[config.mk]
export PLATFORM = sky130hd
export DESIGN_NAME = crc16_frame_deframer
export DESIGN_NICKNAME = d
export VERILOG_FILES = /design/src/hdl/cfd_pkg.sv /design/src/hdl/crc16_frame_deframer.sv /design/src/hdl/cfd_in_stage.sv /design/src/hdl/cfd_core.sv /design/src/hdl/cfd_out_stage.sv
export SDC_FILE = /design/constraint.sdc
export NUM_CORES = 1
export LEC_CHECK = 0
export BUFFER_PORTS_ARGS = -buffer_cell sky130_fd_sc_hd__buf_2
export CAP_MARGIN = 20
export CORE_MARGIN = 3
export CORE_UTILIZATION = 59
export DETAILED_ROUTE_END_ITERATION = 6
export GPL_TIMING_DRIVEN = 0
export PLACE_DENSITY_LB_ADDON = 0.1
export RECOVER_POWER = 25
export SYNTH_ARGS = -nofsm -noshare
export SYNTH_HDL_FRONTEND = slang
export SYNTH_SLANG_ARGS = --single-unit
[constraint.sdc]
create_clock -name clk -period 7.8 [get_ports clk]
set_clock_uncertainty 0.15 [all_clocks]
set_input_delay 0.39 -clock clk [delete_from_list [all_inputs] [get_ports clk]]
set_output_delay 0.39 -clock clk [all_outputs]
set_load 0.01 [all_outputs]
[src/hdl/cfd_pkg.sv]
// Types, constants and the CRC-16/Modbus byte update for the frame deframer.
// Used by every RTL module and the checker.
package cfd_pkg;

  localparam int IN_TDATA_W  = 8;
  localparam int OUT_TDATA_W = 72;
  localparam int CFG_ADDR_W  = 2;
  localparam int CFG_DATA_W  = 8;

  // byte positions in the frame header
  localparam logic [8:0] POS_START   = 9'd0;
  localparam logic [8:0] POS_VER_TYPE = 9'd1;
  localparam logic [8:0] POS_SRC_HI  = 9'd2;
  localparam logic [8:0] POS_SRC_LO  = 9'd3;
  localparam logic [8:0] POS_DST_HI  = 9'd4;
  localparam logic [8:0] POS_DST_LO  = 9'd5;
  localparam logic [8:0] POS_SEQ     = 9'd6;
  localparam logic [8:0] POS_LENGTH  = 9'd7;

  localparam logic [9:0] HEADER_BYTES = 10'd8;
  localparam logic [9:0] FRAME_MIN    = 10'd10;  // header plus two CRC bytes
  localparam logic [8:0] INDEX_MAX    = 9'd511;

  localparam logic [15:0] CRC_INIT = 16'hFFFF;
  localparam logic [15:0] CRC_POLY = 16'hA001;

  typedef enum logic [CFG_ADDR_W-1:0] {
    REG_START_MARKER = 2'd0,
    REG_PROTO_VERSION = 2'd1,
    REG_HIGHEST_TYPE = 2'd2,
    REG_PAYLOAD_LIMIT = 2'd3
  } cfg_reg_t;

  typedef enum logic [2:0] {
    ST_OK      = 3'd0,
    ST_LENGTH  = 3'd1,
    ST_START   = 3'd2,
    ST_VERSION = 3'd3,
    ST_TYPE    = 3'd4,
    ST_CRC     = 3'd5
  } status_t;

  typedef enum logic {
    KIND_PAYLOAD = 1'b0,
    KIND_STATUS  = 1'b1
  } item_kind_t;

  typedef struct packed {
    logic       last;
    logic [7:0] data;
  } beat_t;

  typedef struct packed {
    item_kind_t  kind;
    logic [7:0]  payload_byte;
    status_t     status;
    logic [3:0]  version;
    logic [3:0]  frame_type;
    logic [15:0] src_addr;
    logic [15:0] dst_addr;
    logic [7:0]  sequence_res;
    logic [7:0]  body_len;
  } result_t;

  // reflected CRC-16, one byte, eight shift steps
  function automatic logic [15:0] crc_byte(input logic [15:0] crc, input logic [7:0] b);
    logic [15:0] c;
    c = crc ^ {8'h00, b};
    for (int k = 0; k < 8; k++) begin
      if (c[0]) begin
        c = (c >> 1) ^ CRC_POLY;
      end else begin
        c = c >> 1;
      end
    end
    return c;
  endfunction

endpackage

[src/hdl/crc16_frame_deframer.sv]
// Top level of the CRC-16/Modbus frame deframer.
// Instantiates cfd_in_stage, cfd_core and cfd_out_stage; depends on cfd_pkg.
//
//  channel   dir  handshake          payload
//  s_*       in   tvalid/tready      tdata[7:0] data_byte, tlast last_byte
//  m_*       out  tvalid/tready      tuser item_kind, tdata packed result fields
//  cfg_*     in   cfg_wr_en          cfg_addr register index, cfg_wdata value
//
// One byte beat per cycle while the master side is not stalled; a result passes
// through the input register, then the result register, after its byte is accepted.
// The CRC update is an unrolled eight-step byte update, computed combinationally.
// Synchronous reset restores register defaults and clears the frame state.
// A stalled master side holds the result; one more beat is buffered upstream.
module crc16_frame_deframer (
  input  logic                             clk,
  input  logic                             rst,
  input  logic                             s_tvalid,
  output logic                             s_tready,
  input  logic [cfd_pkg::IN_TDATA_W-1:0]   s_tdata,   // [7:0] data_byte
  input  logic                             s_tlast,
  output logic                             m_tvalid,
  input  logic                             m_tready,
  // [7:0] payload_byte, [10:8] status, [14:11] version, [18:15] frame_type,
  // [34:19] source address, [50:35] destination address, [58:51] sequence_res,
  // [66:59] declared payload length, [71:67] zero
  output logic [cfd_pkg::OUT_TDATA_W-1:0]  m_tdata,
  output logic                             m_tuser,   // [0] item_kind
  input  logic                             cfg_wr_en,
  input  logic [cfd_pkg::CFG_ADDR_W-1:0]   cfg_addr,
  input  logic [cfd_pkg::CFG_DATA_W-1:0]   cfg_wdata
);
  import cfd_pkg::*;

  logic    beat_valid;
  beat_t   beat;
  logic    room;
  logic    fire;
  logic    res_valid;
  result_t res;

  assign fire = beat_valid && room;

  cfd_in_stage u_in (
    .clk        (clk),
    .rst        (rst),
    .s_tvalid   (s_tvalid),
    .s_tready   (s_tready),
    .s_tdata    (s_tdata),
    .s_tlast    (s_tlast),
    .take       (fire),
    .beat_valid (beat_valid),
    .beat       (beat)
  );

  cfd_core u_core (
    .clk       (clk),
    .rst       (rst),
    .cfg_wr_en (cfg_wr_en),
    .cfg_addr  (cfg_addr),
    .cfg_wdata (cfg_wdata),
    .fire      (fire),
    .beat      (beat),
    .res_valid (res_valid),
    .res       (res)
  );

  cfd_out_stage u_out (
    .clk       (clk),
    .rst       (rst),
    .load      (fire),
    .res_valid (res_valid),
    .res       (res),
    .room      (room),
    .m_tvalid  (m_tvalid),
    .m_tready  (m_tready),
    .m_tdata   (m_tdata),
    .m_tuser   (m_tuser)
  );

endmodule

[src/hdl/cfd_in_stage.sv]
// Input register of the deframer: holds one byte beat until the parser takes it.
// Depends on cfd_pkg.
module cfd_in_stage (
  input  logic           clk,
  input  logic           rst,
  input  logic           s_tvalid,
  output logic           s_tready,
  input  logic [7:0]     s_tdata,
  input  logic           s_tlast,
  input  logic           take,
  output logic           beat_valid,
  output cfd_pkg::beat_t beat
);
  import cfd_pkg::*;

  // a held beat leaves in the same cycle it is taken, so a new one may enter
  assign s_tready = !beat_valid || take;

  always_ff @(posedge clk) begin
    if (rst) begin
      beat_valid <= 1'b0;
    end else if (s_tvalid && s_tready) begin
      beat_valid <= 1'b1;
    end else if (take) begin
      beat_valid <= 1'b0;
    end
  end

  always_ff @(posedge clk) begin
    if (s_tvalid && s_tready) begin
      beat.data <= s_tdata;
      beat.last <= s_tlast;
    end
  end

endmodule

[src/hdl/cfd_core.sv]
// Frame parser: header capture, CRC accumulation, payload pass and end-of-frame check.
// Holds the configuration registers and the per-frame state. Depends on cfd_pkg.
module cfd_core (
  input  logic                              clk,
  input  logic                              rst,
  input  logic                              cfg_wr_en,
  input  logic [cfd_pkg::CFG_ADDR_W-1:0]    cfg_addr,
  input  logic [cfd_pkg::CFG_DATA_W-1:0]    cfg_wdata,
  input  logic                              fire,
  input  cfd_pkg::beat_t                    beat,
  output logic                              res_valid,
  output cfd_pkg::result_t                  res
);
  import cfd_pkg::*;

  logic [7:0]  start_marker;
  logic [3:0]  protocol_version;
  logic [3:0]  highest_frame_type;
  logic [7:0]  payload_limit;

  logic [8:0]  byte_index;
  logic [15:0] crc_acc;
  logic [15:0] rx_crc;
  logic        start_ok;
  logic [3:0]  hdr_version;
  logic [3:0]  hdr_type;
  logic [15:0] hdr_source;
  logic [15:0] hdr_dest;
  logic [7:0]  hdr_seq;
  logic [7:0]  hdr_len;

  logic        start_ok_next;
  logic [3:0]  hdr_version_next;
  logic [3:0]  hdr_type_next;
  logic [15:0] hdr_source_next;
  logic [15:0] hdr_dest_next;
  logic [7:0]  hdr_seq_next;
  logic [7:0]  hdr_len_next;
  logic [15:0] crc_acc_next;
  logic [15:0] rx_crc_next;
  logic [8:0]  byte_index_next;

  logic [9:0]  idx_w;
  logic [9:0]  body_end;
  logic        in_header;
  logic        in_payload;
  logic [9:0]  total;
  status_t     st;

  always_ff @(posedge clk) begin
    if (rst) begin
      start_marker       <= 8'hAA;
      protocol_version   <= 4'd1;
      highest_frame_type <= 4'd4;
      payload_limit      <= 8'd32;
    end else if (cfg_wr_en) begin
      case (cfg_reg_t'(cfg_addr))
        REG_START_MARKER:  start_marker       <= cfg_wdata;
        REG_PROTO_VERSION: protocol_version   <= cfg_wdata[3:0];
        REG_HIGHEST_TYPE:  highest_frame_type <= cfg_wdata[3:0];
        REG_PAYLOAD_LIMIT: payload_limit      <= cfg_wdata;
        default: ;
      endcase
    end
  end

  always_comb begin
    start_ok_next    = start_ok;
    hdr_version_next = hdr_version;
    hdr_type_next    = hdr_type;
    hdr_source_next  = hdr_source;
    hdr_dest_next    = hdr_dest;
    hdr_seq_next     = hdr_seq;
    hdr_len_next     = hdr_len;
    case (byte_index)
      POS_START:    start_ok_next = (beat.data == start_marker);
      POS_VER_TYPE: begin
        hdr_version_next = beat.data[7:4];
        hdr_type_next    = beat.data[3:0];
      end
      POS_SRC_HI:   hdr_source_next = {beat.data, hdr_source[7:0]};
      POS_SRC_LO:   hdr_source_next = {hdr_source[15:8], beat.data};
      POS_DST_HI:   hdr_dest_next   = {beat.data, hdr_dest[7:0]};
      POS_DST_LO:   hdr_dest_next   = {hdr_dest[15:8], beat.data};
      POS_SEQ:      hdr_seq_next    = beat.data;
      POS_LENGTH:   hdr_len_next    = beat.data;
      default: ;
    endcase

    idx_w      = {1'b0, byte_index};
    body_end   = HEADER_BYTES + {2'b00, hdr_len_next};
    in_header  = idx_w < HEADER_BYTES;
    in_payload = !in_header && (idx_w < body_end);

    // CRC spans bytes 1 through the end of the payload
    if ((byte_index != POS_START) && (in_header || in_payload)) begin
      crc_acc_next = crc_byte(crc_acc, beat.data);
    end else begin
      crc_acc_next = crc_acc;
    end
    rx_crc_next = {rx_crc[7:0], beat.data};

    byte_index_next = (byte_index < INDEX_MAX) ? byte_index + 9'd1 : byte_index;

    total = idx_w + 10'd1;
    if (total < FRAME_MIN) begin
      st = ST_LENGTH;
    end else if (!start_ok_next) begin
      st = ST_START;
    end else if (hdr_version_next != protocol_version) begin
      st = ST_VERSION;
    end else if (hdr_type_next > highest_frame_type) begin
      st = ST_TYPE;
    end else if (hdr_len_next > payload_limit) begin
      st = ST_LENGTH;
    end else if (total != FRAME_MIN + {2'b00, hdr_len_next}) begin
      st = ST_LENGTH;
    end else if (crc_acc_next != rx_crc_next) begin
      st = ST_CRC;
    end else begin
      st = ST_OK;
    end

    res_valid = beat.last || in_payload;
    res       = '0;
    if (beat.last) begin
      res.kind         = KIND_STATUS;
      res.status       = st;
      res.version      = hdr_version_next;
      res.frame_type   = hdr_type_next;
      res.src_addr     = hdr_source_next;
      res.dst_addr     = hdr_dest_next;
      res.sequence_res = hdr_seq_next;
      res.body_len     = hdr_len_next;
    end else begin
      res.kind         = KIND_PAYLOAD;
      res.payload_byte = beat.data;
    end
  end

  always_ff @(posedge clk) begin
    if (rst) begin
      byte_index  <= '0;
      crc_acc     <= CRC_INIT;
      rx_crc      <= '0;
      start_ok    <= 1'b0;
      hdr_version <= '0;
      hdr_type    <= '0;
      hdr_source  <= '0;
      hdr_dest    <= '0;
      hdr_seq     <= '0;
      hdr_len     <= '0;
    end else if (fire) begin
      if (beat.last) begin
        byte_index  <= '0;
        crc_acc     <= CRC_INIT;
        rx_crc      <= '0;
        start_ok    <= 1'b0;
        hdr_version <= '0;
        hdr_type    <= '0;
        hdr_source  <= '0;
        hdr_dest    <= '0;
        hdr_seq     <= '0;
        hdr_len     <= '0;
      end else begin
        byte_index  <= byte_index_next;
        crc_acc     <= crc_acc_next;
        rx_crc      <= rx_crc_next;
        start_ok    <= start_ok_next;
        hdr_version <= hdr_version_next;
        hdr_type    <= hdr_type_next;
        hdr_source  <= hdr_source_next;
        hdr_dest    <= hdr_dest_next;
        hdr_seq     <= hdr_seq_next;
        hdr_len     <= hdr_len_next;
      end
    end
  end

endmodule

[src/hdl/cfd_out_stage.sv]
// Result register of the deframer: packs one result item onto the master stream.
// Depends on cfd_pkg.
module cfd_out_stage (
  input  logic                             clk,
  input  logic                             rst,
  input  logic                             load,
  input  logic                             res_valid,
  input  cfd_pkg::result_t                 res,
  output logic                             room,
  output logic                             m_tvalid,
  input  logic                             m_tready,
  output logic [cfd_pkg::OUT_TDATA_W-1:0]  m_tdata,
  output logic                             m_tuser
);
  import cfd_pkg::*;

  // slot is free when empty or when its beat leaves this cycle
  assign room = !m_tvalid || m_tready;

  always_ff @(posedge clk) begin
    if (rst) begin
      m_tvalid <= 1'b0;
    end else if (room) begin
      m_tvalid <= load && res_valid;
    end
  end

  always_ff @(posedge clk) begin
    if (room && load && res_valid) begin
      m_tuser <= res.kind;
      m_tdata <= {5'b00000, res.body_len, res.sequence_res, res.dst_addr,
                  res.src_addr, res.frame_type, res.version, res.status,
                  res.payload_byte};
    end
  end

endmodule

== After elaboration in Yosys (flattened, before gate mapping) ==
Index checks and enable logic that the tools add are counted.

* Register bits: 193
* Latch bits: 0
* RAM bits: 0
* Bits in read-only memories: 0
* Input port bits: 24
* Output and inout port bits: 75
* Logic and storage cells: 128
* Memories kept: 0

* $add $sub $neg: 4
* $mul: 0
* Div/mod/pow operators: 0
* Magnitude comparators: 6
* Equality and inequality tests: 14
* Shift-type cells: 0
* Multiplexer cells: 44
* Bitwise logic cells: 11
* Reductions and logical operators: 26

{| class="wikitable"
|+ Operators by type and width
! kind !! number
|-
| two-way mux 16 bit || 19
|-
| case mux 16 bit (2 select lines) || 2
|-
| two-way mux 8 bit || 5
|-
| equality test 9 x 3 -> 1 bit (second input constant) || 4
|-
| inverter 2 -> 3 bit || 8
|-
| adder 4 x 8 -> 9 bit (first input constant) || 2
|-
| equality test 9 x 2 -> 1 bit (second input constant) || 2
|-
| two-way mux 9 bit || 2
|-
| two-way mux 4 bit || 4
|-
| != test 16 bit || 1
|-
| XOR 16 x 8 -> 16 bit || 1
|-
| two-way mux 3 bit || 4
|-
| adder 9 x 1 -> 10 bit (second input constant) || 1
|-
| less-than comparator 10 x 4 -> 1 bit (second input constant) || 1
|-
| less-than comparator 9 x 10 -> 1 bit || 1
|-
| != test 10 bit || 1
|-
| AND reduction 2 bit || 5
|-
| adder 9 x 1 -> 9 bit (second input constant) || 1
|-
| equality test 9 x 1 -> 1 bit (second input constant) || 1
|-
| logical NOT 9 bit || 1
|-
| less-than comparator 9 x 4 -> 1 bit (second input constant) || 1
|-
| less-than comparator 9 bit (second input constant) || 1
|-
| nonzero test 9 bit || 1
|-
| equality test 8 bit || 1
|-
| other kinds (15) || 35
|}

== Depth between registers and ports, before layout ==
Gate-level depths: netlist of run 1.

* Depth in word-level cells: 37
* Gate-level depth with buffers: 18
* Gate-level depth less buffers: 15

== Hierarchy ==
Synthesis of run 1 repeated with hierarchy kept, for this count alone.

* Cells, all modules: 991
* Area, all modules: 9813.2 um2

{| class="wikitable"
|+ By module, submodules not included
! module !! instances !! cells each !! area each (um2) !! seq. area each (um2)
|-
| cfd_core || 1 || 897 || 7335.8 || 2282.2
|-
| cfd_out_stage || 1 || 79 || 2145.8 || 2062.0
|-
| cfd_in_stage || 1 || 14 || 325.3 || 290.3
|-
| crc16_frame_deframer || 1 || 1 || 6.3 || 0.0
|}

== Least setup slack after synthesis of run 1 ==
Ideal clock, no wire load.

* Path kind: register -> register
* From: register u_core.byte_index[4]
* To: register u_out.m_tdata[0] (netlist bit), enable pin
* Setup time: 0.494 ns
* Arrival time: 5.356 ns
* Data required time: 7.156 ns
* Setup slack: 1.799 ns
* Stages on the path, launching flop included: 15
* Buffers on the path: 2
* Period minus slack after synthesis: 6.001 ns
* Cell sequence: dfxtp_1 buf_4 nor4_4 nand4_4 buf_6 mux2i_4 nor3_1 nand2b_1 ha_1 a211oi_1 a31o_2 nand2_1 nand2_1 a21oi_1 nor2_1

* Cells in the longest elaborated chain, start to end: 7
* Elaborated cells on any way between the ends: 9
* Those cells by class: add/sub (1); order compare (2); eq/ne (1); mux (1); reduce/logical (4)

{| class="wikitable"
|+ Ends and longest elaborated chain
! item !! line !! source
|-
| from (decl) || cfd_core.sv:21 || <nowiki>logic [8:0] byte_index;</nowiki>
|-
| from (signal assigned) || cfd_core.sv:166 || <nowiki>byte_index <= byte_index_next;</nowiki>
|-
| equality test 9 x 3 -> 1 bit || cfd_core.sv:75 || <nowiki>case (byte_index)</nowiki>
|-
| two-way mux 8 bit || cfd_core.sv:75 ||
|-
| adder 4 x 8 -> 9 bit || cfd_core.sv:91 || <nowiki>body_end = HEADER_BYTES + {2'b00, hdr_len_next};</nowiki>
|-
| less-than comparator 9 x 10 -> 1 bit || cfd_core.sv:93 || <nowiki>in_payload = !in_header && (idx_w < body_end);</nowiki>
|-
| logical AND 1 bit * || cfd_core.sv:93 ||
|-
| logical OR 1 bit * || cfd_core.sv:124 || <nowiki>res_valid = beat.last || in_payload;</nowiki>
|-
| logical AND 1 bit * || cfd_out_stage.sv:29 || <nowiki>if (room && load && res_valid) begin</nowiki>
|-
| to (signal assigned) || cfd_out_stage.sv:31 || <nowiki>m_tdata <= {5'b00000, res.body_len, res.sequence_res, res.dst_addr,</nowiki>
|-
| to (decl) || cfd_out_stage.sv:12 || <nowiki>output logic [cfd_pkg::OUT_TDATA_W-1:0] m_tdata,</nowiki>
|}

Every way passes the cells marked *; elsewhere a longest branch is shown, timed or not.
A chain may end at the register's enable or synchronous reset.

== Worst setup path after layout of run 1 ==
* From: register u_core.byte_index[3]
* To: register u_out.m_tdata[8] (netlist bit) (data pin)

* Cells in the longest elaborated chain, start to end: 16
* Elaborated cells on any way between the ends: 31
* Those cells by class: add/sub (3); order compare (5); eq/ne (5); mux (12); reduce/logical (6)

{| class="wikitable"
|+ Ends and longest elaborated chain
! item !! line !! source
|-
| equality test 9 x 3 -> 1 bit || cfd_core.sv:75 ||
|-
| two-way mux 8 bit || cfd_core.sv:75 ||
|-
| adder 4 x 8 -> 9 bit || cfd_core.sv:91 ||
|-
| less-than comparator 9 x 10 -> 1 bit || cfd_core.sv:93 ||
|-
| logical AND 1 bit || cfd_core.sv:93 ||
|-
| logical OR 1 bit || cfd_core.sv:96 || <nowiki>if ((byte_index != POS_START) && (in_header || in_payload)) begin</nowiki>
|-
| logical AND 1 bit || cfd_core.sv:96 ||
|-
| two-way mux 16 bit || cfd_core.sv:96 ||
|-
| != test 16 bit || cfd_core.sv:118 || <nowiki>end else if (crc_acc_next != rx_crc_next) begin</nowiki>
|-
| two-way mux 3 bit || cfd_core.sv:118 ||
|-
| two-way mux 3 bit || cfd_core.sv:116 || <nowiki>end else if (total != FRAME_MIN + {2'b00, hdr_len_next}) begin</nowiki>
|-
| two-way mux 3 bit || cfd_core.sv:114 || <nowiki>end else if (hdr_len_next > payload_limit) begin</nowiki>
|-
| two-way mux 3 bit || cfd_core.sv:112 || <nowiki>end else if (hdr_type_next > highest_frame_type) begin</nowiki>
|-
| two-way mux 2 bit || cfd_core.sv:110 || <nowiki>end else if (hdr_version_next != protocol_version) begin</nowiki>
|-
| two-way mux 2 bit || cfd_core.sv:108 || <nowiki>end else if (!start_ok_next) begin</nowiki>
|-
| two-way mux 1 bit * || cfd_core.sv:106 || <nowiki>if (total < FRAME_MIN) begin</nowiki>
|}

Marks and branches as above.

==> results of run 1 <==
==> state kept, by name, indices dropped and copies added, names as in the netlist <==
name                       cells
u_core.byte_index              9
u_core.crc_acc                16
u_core.hdr_dest               16
u_core.hdr_len                 8
u_core.hdr_seq                 8
u_core.hdr_source             16
u_core.hdr_type                4
u_core.hdr_version             4
u_core.highest_frame_type      4
u_core.payload_limit           8
u_core.protocol_version        4
u_core.rx_crc                  8
u_core.start_marker            8
u_core.start_ok                1
u_in.beat                      9
u_in.beat_valid                1
u_out.m_tdata                 67
u_out.m_tuser                  1
u_out.m_tvalid                 1
==> through the flow <==
stage          area, um2  setup slack, ns
3_3_place_gp       10100            0.151
3_5_place_dp       10200             2.35
4_1_cts            10900             2.33
6_report           10800             2.21
2_1_floorplan       9390             1.80
5_1_grt            10800             2.11
==> cell usage in the layout (no fill, tap or decap), types with 4 or more instances in the layout <==
| master | instances |
|---|---|
| nor4_1 | 4 |
| dlygate4sd3_1 | 9 |
| a211o_1 | 7 |
| a21oi_1 | 37 |
| and2_1 | 8 |
| nor2b_1 | 15 |
| edfxtp_1 | 77 |
| clkbuf_16 | 17 |
| nand3_1 | 14 |
| a21o_1 | 7 |
| nand3b_1 | 5 |
| o21a_1 | 4 |
| conb_1 | 5 |
| xor2_1 | 15 |
| buf_4 | 6 |
| nand2_1 | 64 |
| clkbuf_1 | 111 |
| ha_1 | 26 |
| nand2b_1 | 27 |
| o21ai_0 | 21 |
| or3_1 | 7 |
| a31oi_1 | 5 |
| inv_1 | 33 |
| nor2_1 | 158 |
| dfxtp_1 | 116 |
| inv_8 | 4 |
| o22ai_1 | 15 |
| nor3_1 | 5 |
| nand4_1 | 8 |
| mux2i_1 | 29 |
| xnor2_1 | 45 |
| buf_2 | 39 |
| and3_1 | 9 |
| a22oi_1 | 92 |
==> final cells by class <==
class,count,area (um2)
sequential,193,4630
fill,1225,4580
multi-input combinational,674,4330
timing repair buffer,103,523
clock buffer,17,425
buffer,69,298
tap,211,264
clock inverter,15,178
inverter,35,131
==> power breakdown <==
group / switching [mW] / internal, mW / leakage [nW]
Sequential: 0.0144 / 1.07 / 1.62
Combinational: 0.122 / 0.0622 / 2.13
Clock: 0.432 / 0.458 / 0.285
==> timing repair <==
action / in CTS / in global routing
setup buffers: 0 / 0
hold buffers: 9 / 0
endpoints found under the hold margin: 9 / 0
==> cell families after synthesis <==
group | after synthesis
buffers and inverters | 104
other | 1
AO/OA/AOI/OAI | 213
AND/OR/NAND/NOR | 332
adder cells (fa/ha/maj) | 26
flip-flops | 193
multiplexers | 34
XOR/XNOR | 64
==> worst min path at each step <==
stage / startpoint / endpoint / slack [ns] / depth (start not counted)
after floorplan: u_core.payload_limit[1] / u_core.payload_limit[1] / 0.29 / 2
after global placement: u_core.payload_limit[2] / u_core.payload_limit[2] / 0.29 / 2
after detailed placement: u_core.payload_limit[2] / u_core.payload_limit[2] / 0.30 / 2
after CTS: cfg_wdata[5] / u_core.start_marker[5] / 0.02 / 2
after global routing: cfg_wdata[5] / u_core.payload_limit[5] / 0.02 / 2
final: cfg_wdata[5] / u_core.start_marker[5] / 0.02 / 2
==> per-layer routing <==
metal | vias up | global-route usage [%] | wire length (um)
li1 | 3664 | - | -
met1 | 3771 | 40.6 | 11100
met2 | 359 | 45.6 | 11900
met3 | 44 | 5.69 | 2100
met4 | 0 | 8.52 | 636
met5 | - | 0 | 0
==> metrics, run 1 <==
setup violators final 0; Post-Route WL 25700 um; leakage power 4.04 nW; post-synthesis mux area share 3.96%; TritonCTS clock tree built; GR Util All Layers 28.8%; Post-synth top cells nor2_1 (159), dfxtp_1 (116), a22oi_1 (92); Data required, critical path 7.79 ns; initial DRC count 971; FF-to-FF Start u_core.byte_index[3]; Reg2Reg Setup Slack 2.21 ns; via count 7838; Unique masters post-synth 62; Finished Layout Cells 1317; Die Area 17400 um2; first-pass GRT wire length 39600 um; max-slew violations 0; Final Hold Viols 0; hold_ws 0.0187 ns; Yosys reg bits 193; status complete, but fails checks; fraction of synthesized cell area in xor and xnor cells 6.50%; stages on the worst setup path 17; period utilisation layout 71.6%; root buf cell clkbuf_16; critical path's slowest cell nor4_1; DP HPWL 17800 um; Critical Path Source u_core.byte_index[3]; vias in the first global route 7251; Inserted Diodes 0; post-layout util 70.2%; fraction of layout instances using a drive strength above 1 8.68%; largest net degree at the start of global routing 32; crit path cell chain buf_6 -> nor4_4 -> nand4_4 -> buf_6 -> a41oi_1 -> or3_1 -> nand2_1 -> ha_1 -> o211ai_1 -> a31o_2 -> a31oi_1 -> buf_2 -> nand3_1 -> o311ai_0 -> o211ai_1 -> nor4_1 -> a31oi_1; most common cell in the netlist nor2_1; P&R area growth vs syn 15.1%; synthesized area 9380 um2; I/O Pins 99; sequential fraction of the synthesis area 49.4%; post-synthesis adder-cell area fraction 3.47%; Setup TNS Final 0 ns; Core ar. 15400 um2; Wirelength per Cell 19.5 um; Worst IR Drop VDD 0.169 mV; Avg Cell Area, Syn 9.70 um2; Slew headroom 35.0%; Top delay family on crit path compound AO/OA/AOI/OAI gates; Routed Antenna Nets 0; Die Span X 132 um; crit path DAT 5.58 ns; Worst setup SP type flop; measured slew at the worst slew-check pin 0.975 ns; CTS Buf Count 17; Vias/cell 5.95; largest family of logic cells by synthesized area simple AND/OR/NAND/NOR gates; crit path buf inv count 3; RSZ-0062 raised after global routing no; crit end category flop; Synth Area in Compound Gates 15.6%; Cells after Synth 967; port bufs 92; antenna violations before repair 0; EDFF count, synth 77; post-CTS sizing 0; placed insts 1276; CP max stage delay 0.78 ns; Power per Cell Area 200 nW/um2; Yosys top cell area share 24.8%; maximum clock path buffer count 2; Design Power 2.15 mW; Clock Sink Count 193; largest cells by area after synthesis dfxtp_1 (25%), edfxtp_1 (25%), a22oi_1 (7.4%); Pre-Repair DR Iteration Count 7; RePlAce Congestion 0.949; minimum clock period 5.59 ns; failing checks design-rule violations; kind of critical path reg -> reg; net total in the final layout 1143; simple-gate share of the synthesized area 16.4%; grt ovf 0; clock latency at the later pin of the worst-skew pair 0.44 ns; fmax 179 MHz; Yosys top cell by area dfxtp_1; Reg-to-Reg End u_out.m_tdata[8]; Worst Reg-to-Reg Cells 17; Main synth FF type dfxtp_1; # DRC 9; Initial Utilization 61.0%; max_cap viols 0; Hold Path Class in -> reg; Chip Height 132 um; Synthesis Warnings 0; H-tree levels 4; Critical Path Sink u_out.m_tdata[8]; Synth async-reset ratio 0%; Reg clk slew, reported paths 0.08 ns; worst-path maximum fanout 10; row count 45
(Power assumes the default switching activity.)
==> run 2, diff against run 1 <==
CORE_UTILIZATION = 53   (was 59)
clock period = 5 ns   (was 7.8 ns; I/O delays follow)
==> run 2 against run 1 <==
  * The run now ends clean
  * Core utilization fell by 7.1 points
  * Sequential power up 56%
  * Clock power up 53%
  * Sequential cell count did not move
  * Combinational power rose by 58%
  * Non-clock buffer count up 9
  * Worst hold slack better by 0.083 ns
  * Setup slack lost 2.0 ns
  * Final cell count up 1.7%
  * Critical path type unchanged
  * Largest power group unchanged
  * Highest routed layer unchanged
==> metrics, run 2 (synthesized netlist as in run 1, its figures left out) <==
Die Area 19300 um2 (was 17400 um2); crit path DAT 4.79 ns (was 5.58 ns); Power per Cell Area 306 nW/um2 (was 200 nW/um2); clock latency at the later pin of the worst-skew pair 0.43 ns (was 0.44 ns); minimum clock period 4.79 ns (was 5.59 ns); Wirelength per Cell 19.3 um (was 19.5 um); Worst setup SP type flop (unchanged); Post-Route WL 25800 um (was 25700 um); Chip Height 139 um (was 132 um); Pre-Repair DR Iteration Count 6 (was 7); Core ar. 17300 um2 (was 15400 um2); Initial Utilization 54.2% (was 61.0%); setup violators final 0 (unchanged); Data required, critical path 5.00 ns (was 7.79 ns); Biggest register u_out.m_tdata (unchanged); status complete, no violations (was complete, but fails checks); GR Util All Layers 26.6% (was 28.8%); crit path cell chain buf_6 -> nor4_4 -> nand4_4 -> buf_6 -> nor2_1 -> a41oi_2 -> or3_1 -> ha_1 -> o31ai_1 -> a31oi_4 -> or3_1 -> a32oi_1 -> o211ai_1 -> nor4_4 -> a31oi_1 (was buf_6 -> nor4_4 -> nand4_4 -> buf_6 -> a41oi_1 -> or3_1 -> nand2_1 -> ha_1 -> o211ai_1 -> a31o_2 -> a31oi_1 -> buf_2 -> nand3_1 -> o311ai_0 -> o211ai_1 -> nor4_1 -> a31oi_1); row count 48 (was 45); grt ovf 0 (unchanged); hold path start cfg_addr[1] (was cfg_wdata[5]); max reg flops 67 (unchanged); Reg clk slew, reported paths 0.07 ns (was 0.08 ns); post-layout util 63.1% (was 70.2%); Final Hold Viols 0 (unchanged); I/O Pins 99 (unchanged); port bufs 92 (unchanged); Die Span X 139 um (was 132 um); crit path buf inv count 2 (was 3); max-slew violations 0 (unchanged); most common cell after layout, fill and taps aside nor2_1 (unchanged); initial DRC count 666 (was 971); crit end category flop (unchanged); net total in the final layout 1152 (was 1143); P&R area growth vs syn 16.4% (was 15.1%); Reg area 4630 um2 (unchanged); Clock Sink Count 193 (unchanged); FF-to-FF Start u_core.byte_index[3] (unchanged); first-pass GRT wire length 40500 um (was 39600 um); Top delay family on crit path simple AND/OR/NAND/NOR gates (was compound AO/OA/AOI/OAI gates); most frequent cells in the layout nor2_1 (158), clkbuf_1 (120), dfxtp_1 (116) (was nor2_1 (158), dfxtp_1 (116), clkbuf_1 (111)); Hold Path Class in -> reg (unchanged); fraction of layout instances using a drive strength above 1 7.89% (was 8.68%); Critical Path Source u_core.byte_index[3] (unchanged); critical path's slowest cell o31ai_1 (was nor4_1); final-layout fill cell count 1505 (was 1225); DP HPWL 18000 um (was 17800 um); maximum clock path buffer count 2 (unchanged); Routed Antenna Nets 0 (unchanged); fmax 209 MHz (was 179 MHz); CTS Buf Count 17 (unchanged); kind of critical path reg -> reg (unchanged); Slew headroom 37.0% (was 35.0%); via count 7801 (was 7838); largest net degree at the start of global routing 37 (was 32); RePlAce Congestion 0.967 (was 0.949); H-tree levels 4 (unchanged); leakage power 4.07 nW (was 4.04 nW); period utilisation layout 95.8% (was 71.6%); hold_ws 0.102 ns (was 0.0187 ns); Vias/cell 5.82 (was 5.95); RSZ-0062 raised after global routing no (unchanged); Worst IR Drop VDD 0.257 mV (was 0.169 mV); worst-path maximum fanout 10 (unchanged); Inserted Diodes 0 (unchanged); # DRC 0 (was 9); antenna violations before repair 0 (unchanged); vias in the first global route 7336 (was 7251); measured slew at the worst slew-check pin 0.945 ns (was 0.975 ns); CP max stage delay 0.48 ns (was 0.78 ns); max_cap viols 0 (unchanged); TritonCTS clock tree built (unchanged); root buf cell clkbuf_16 (unchanged); area occupied by multi-input gates 4380 um2 (was 4330 um2); # Post-CTS Setup Buffers 0 (unchanged)
==> run 2: cell type report <==
| type | instances | area share, % |
|---|---|---|
| inverter | 35 | 1.20 |
| sequential | 193 | 42.5 |
| tap | 225 | 2.58 |
| multi-input combinational | 674 | 40.1 |
| timing repair buffer | 113 | 5.61 |
| clock buffer | 20 | 4.18 |
| clock inverter | 12 | 1.13 |
| buffer | 68 | 2.69 |
==> run 2: stage by stage <==
| step | setup WS [ns] | area, um2 | setup TNS, ns | instances | power (mW) |
|---|---|---|---|---|---|
| after floorplan | 0.138 | 9390 | 0 | 971 | 1.89 |
| after global placement | -1.09 | 10100 | -73.92 | 1288 | 1.99 |
| after detailed placement | -0.400 | 10200 | -0.705 | 1290 | 2.00 |
| after CTS | 0.0799 | 11000 | 0 | 1341 | 3.35 |
| after global routing | 0.00439 | 10900 | 0 | 1340 | 3.44 |
| final | 0.210 | 10900 | 0 | 1340 | 3.34 |
==> run 2: tightest hold or removal path: cells and delay by family <==
kind / cells / cell delay (ns)
simple gates: 2 / 0.19
buf+inv: 1 / 0.12
compound gates: 1 / 0.10
==> run 2: timing repair <==
item | 4_1_cts | 5_1_grt
resized for setup | 3 | 3
hold buffers | 19 | 0
setup endpoints to repair | 2 | 2
hold endpoints to repair | 32 | 0
pin swaps | 0 | 1
==> run 2: path summary, 6_finish.rpt <==
path	endpoint	slack, ns	depth (start not counted)
worst max-delay path	u_out.m_tdata[8]	0.21	15
worst min-delay path	u_core.start_marker[1]	0.10	4
worst max register to register	u_out.m_tdata[8]	0.21	15
worst min register to register	u_core.payload_limit[4]	0.31	2
==> run 2: power by group <==
group	internal [mW]	switching (mW)
combinational	0.102	0.188
sequential	1.66	0.0251
clock	0.727	0.628
total	2.49	0.842
==> run 2: metal layers <==
metal / GRT usage [%] / routed length [um]
met2: 41.6 / 12100
met1: 36.7 / 11100
met5: 0 / 0
met4: 9.68 / 772
met3: 5.48 / 1870
==> run 3, diff against run 2 <==
ABC_AREA = 1   (was default)
CORE_UTILIZATION = 54   (was 53)
==> run 3 against run 2 <==
  * Die area up 1.0%
  * Count of clock-buffer cells in the layout is 3 lower
  * Maximum frequency up 4.7%
  * Combinational power increased by 30%
  * Sequential share of layout area decreased by 1.0 points
  * Clock power up 5%
  * Global-route usage increased by 0.76 points
  * Wire length is 5.0% higher
  * Critical path type unchanged
==> metrics, run 3 <==
status complete, no violations (unchanged); Clk pwr share 40.9% (was 40.7%); P_sw 0.947 mW (was 0.842 mW); CTS Buf Count 17 (unchanged); Reg-to-Reg End u_out.m_tdata[8] (unchanged); Post-synth top cells nand2_1 (271), nor2_1 (166), inv_1 (132) (was nor2_1 (159), dfxtp_1 (116), a22oi_1 (92)); I/O Pins 99 (unchanged); setup violators final 0 (unchanged); largest cells by area after synthesis dfxtp_1 (24%), edfxtp_1 (24%), nand2_1 (11%) (was dfxtp_1 (25%), edfxtp_1 (25%), a22oi_1 (7.4%)); Vias/cell 5.48 (was 5.82); Cells after Synth 1212 (was 967); row count 48 (unchanged); maximum clock path buffer count 2 (unchanged); Power per Cell Area 313 nW/um2 (was 306 nW/um2); critical path's slowest cell dfxtp_2 (was o31ai_1); Slew headroom 38.6% (was 37.0%); Synthesis Warnings 0 (unchanged); net total in the final layout 1399 (was 1152); Final Hold Viols 0 (unchanged); period utilisation layout 91.5% (was 95.8%); max reg flops 67 (unchanged); DP Worst Slack 0.304 ns (was -0.400 ns); Die Area 19500 um2 (was 19300 um2); Hold Path Class in -> reg (unchanged); sequential fraction of the synthesis area 48.0% (was 49.4%); Worst IR Drop VDD 0.268 mV (was 0.257 mV); vias in the first global route 7967 (was 7336); Synth async-reset ratio 0% (unchanged); # DRC 0 (unchanged); Unique masters post-synth 42 (was 62); largest net degree at the start of global routing 29 (was 37); H-tree levels 4 (unchanged); initial DRC count 821 (was 666); Reg clk slew, reported paths 0.08 ns (was 0.07 ns); EDFF count, synth 77 (unchanged); crit end category flop (unchanged); Yosys reg bits 193 (unchanged); GR Util All Layers 27.3% (was 26.6%); Setup WS post-layout 0.426 ns (was 0.210 ns); Routed Antenna Nets 0 (unchanged); root buf cell clkbuf_16 (unchanged); RePlAce Congestion 0.940 (was 0.967); max-slew violations 0 (unchanged); most common cell after layout, fill and taps aside nand2_1 (was nor2_1); most frequent cells in the layout nand2_1 (271), nor2_1 (166), inv_1 (132) (was nor2_1 (158), clkbuf_1 (120), dfxtp_1 (116)); Clock Sink Count 193 (unchanged); Wirelength per Cell 17.1 um (was 19.3 um); Yosys top cell area share 24.1% (was 24.8%); Reg2Reg Setup Slack 0.43 ns (was 0.21 ns); Main synth FF type dfxtp_1 (unchanged); fraction of layout instances using a drive strength above 1 8.44% (was 7.89%); Inserted Diodes 0 (unchanged); grt ovf 0 (unchanged); leakage power 4.70 nW (was 4.07 nW); minimum clock period 4.57 ns (was 4.79 ns); fmax 219 MHz (was 209 MHz); Logic pwr share 10.7% (was 8.7%); Finished Layout Cells 1587 (was 1340); Yosys top cell by area dfxtp_1 (unchanged); Worst Reg-to-Reg Cells 30 (was 15); hold path cells 4 (unchanged); antenna violations before repair 0 (unchanged); Initial Utilization 55.4% (was 54.2%); kind of critical path reg -> reg (unchanged); Worst setup SP type flop (unchanged); worst-path maximum fanout 10 (unchanged); Post-Route WL 27100 um (was 25800 um); P&R area growth vs syn 15.9% (was 16.4%); most common cell in the netlist nand2_1 (was nor2_1); crit path DAT 4.59 ns (was 4.79 ns); Worst Hold End u_core.protocol_version[0] (was u_core.start_marker[1]); Data required, critical path 5.02 ns (was 5.00 ns); # Post-CTS Setup Buffers 0 (unchanged); Chip Height 140 um (was 139 um); placed insts 1536 (was 1290); measured slew at the worst slew-check pin 0.914 ns (was 0.945 ns); synthesized area 9660 um2 (was 9380 um2); first-pass GRT wire length 42200 um (was 40500 um); clock latency at the later pin of the worst-skew pair 0.44 ns (was 0.43 ns); Core ar. 17400 um2 (was 17300 um2); RSZ-0062 raised after global routing no (unchanged); Avg Cell Area, Syn 7.97 um2 (was 9.70 um2); Crit path top cell by count nand2_1; switching portion of total power 27.0% (was 25.2%); Biggest register u_out.m_tdata (unchanged); share of power burned in registers 48.4% (was 50.6%); hold path start cfg_addr[1] (unchanged); Setup TNS Final 0 ns (unchanged); via count 8697 (was 7801); Pre-Repair DR Iteration Count 5 (was 6); TritonCTS clock tree built (unchanged); CP max stage delay 0.40 ns (was 0.48 ns); internal cell power 2.56 mW (was 2.49 mW); max_cap viols 0 (unchanged); Die Span X 140 um (was 139 um); port bufs 93 (was 92); FF-to-FF Start u_core.byte_index[1] (was u_core.byte_index[3]); DP HPWL 19200 um (was 18000 um)
==> run 3: cell count changes after synthesis, moves of 11 or more <==
cell       delta
nand2_1     +207
inv_1        +99
a22oi_1      -68
o21ai_0      +48
a21oi_1      +41
nand3_1      +37
a2bb2oi_1    +32
mux2i_1      -29
xnor2_1      -28
nand2b_1     -26
clkbuf_1     -19
nor2b_1      -15
o211ai_1     +11
==> run 3: cell type report <==
cell class                 count  area, um2
fill                        1543       6220
sequential                   193       4640
multi-input combinational    820       4240
timing repair buffer         114        612
inverter                     147        552
clock buffer                  17        425
tap                          225        282
buffer                        56        262
clock inverter                15        186
==> run 3: timing repair <==
item | 4_1_cts | 5_1_grt
endpoints found under the hold margin | 30 | 0
hold buffers | 19 | 0
setup endpoints to repair | 0 | 2
gates resized for setup | 0 | 2
==> run 3: worst max-delay path by stage <==
stage / from / end / slack, ns / cells past startpoint
after floorplan: u_core.byte_index[1] / u_out.m_tdata[0] / 0.14 / 17
after global placement: u_core.byte_index[1] / u_out.m_tdata[32] / -1.45 / 13
after detailed placement: u_core.byte_index[1] / u_out.m_tdata[8] / 0.30 / 26
after CTS: u_core.byte_index[1] / u_out.m_tdata[8] / 0.26 / 26
after global routing: u_core.byte_index[1] / u_out.m_tdata[8] / 0.04 / 30
final: u_core.byte_index[1] / u_out.m_tdata[8] / 0.43 / 30
==> run 3: routing by layer <==
metal	wire (um)	global-route usage (%)
met1	12000	37.5
met2	12600	44.2
met3	1740	5.09
met4	752	8.31
met5	0	0
==> run 3: critical path: cells and delay by family (launching register included) <==
kind | cells | cell delay [ns]
AOI/OAI and AO/OA | 6 | 0.90
DFF | 1 | 0.40
buffers and inverters | 3 | 0.48
adders and majority gates | 2 | 0.52
and+or+nand+nor | 19 | 1.86
==> run 3: power groups by stage <==
stage | Sequential [mW] | Clock [mW] | Combinational, mW
CTS | 1.70 | 1.44 | 0.374
global route | 1.70 | 1.49 | 0.417
floorplan | 1.74 | 0 | 0.234
global placement | 1.73 | 0 | 0.353
finish | 1.70 | 1.43 | 0.376
detailed placement | 1.73 | 0 | 0.361
==> run 3: kinds of logic (layout without fill, tap and decap cells) <==
| logic type | Yosys count | after routing | synth area share, % |
|---|---|---|---|
| and+or+nand+nor | 524 | 524 | 22.6 |
| buffers and inverters | 203 | 349 | 8.42 |
| DFF | 193 | 193 | 48.0 |
| xor gates and xnor gates | 26 | 26 | 2.36 |
| adders and majority gates | 26 | 26 | 3.37 |
| AOI/OAI and AO/OA | 239 | 239 | 15.2 |
| other | 1 | 5 | 0.0388 |
==> run 3: per-stage QoR <==
| stage | area (um2) | power, mW | hold slack (ns) | util [%] |
|---|---|---|---|---|
| final | 11200 | 3.51 | 0.104 | 64.3 |
| after global routing | 11200 | 3.61 | 0.124 | 64.3 |
| after CTS | 11300 | 3.51 | 0.0160 | 64.7 |
| after detailed placement | 10500 | 2.09 | 0.278 | 60.1 |
| after global placement | 10400 | 2.09 | 0.276 | 59.8 |
| after floorplan | 9670 | 1.97 | 0.199 | - |
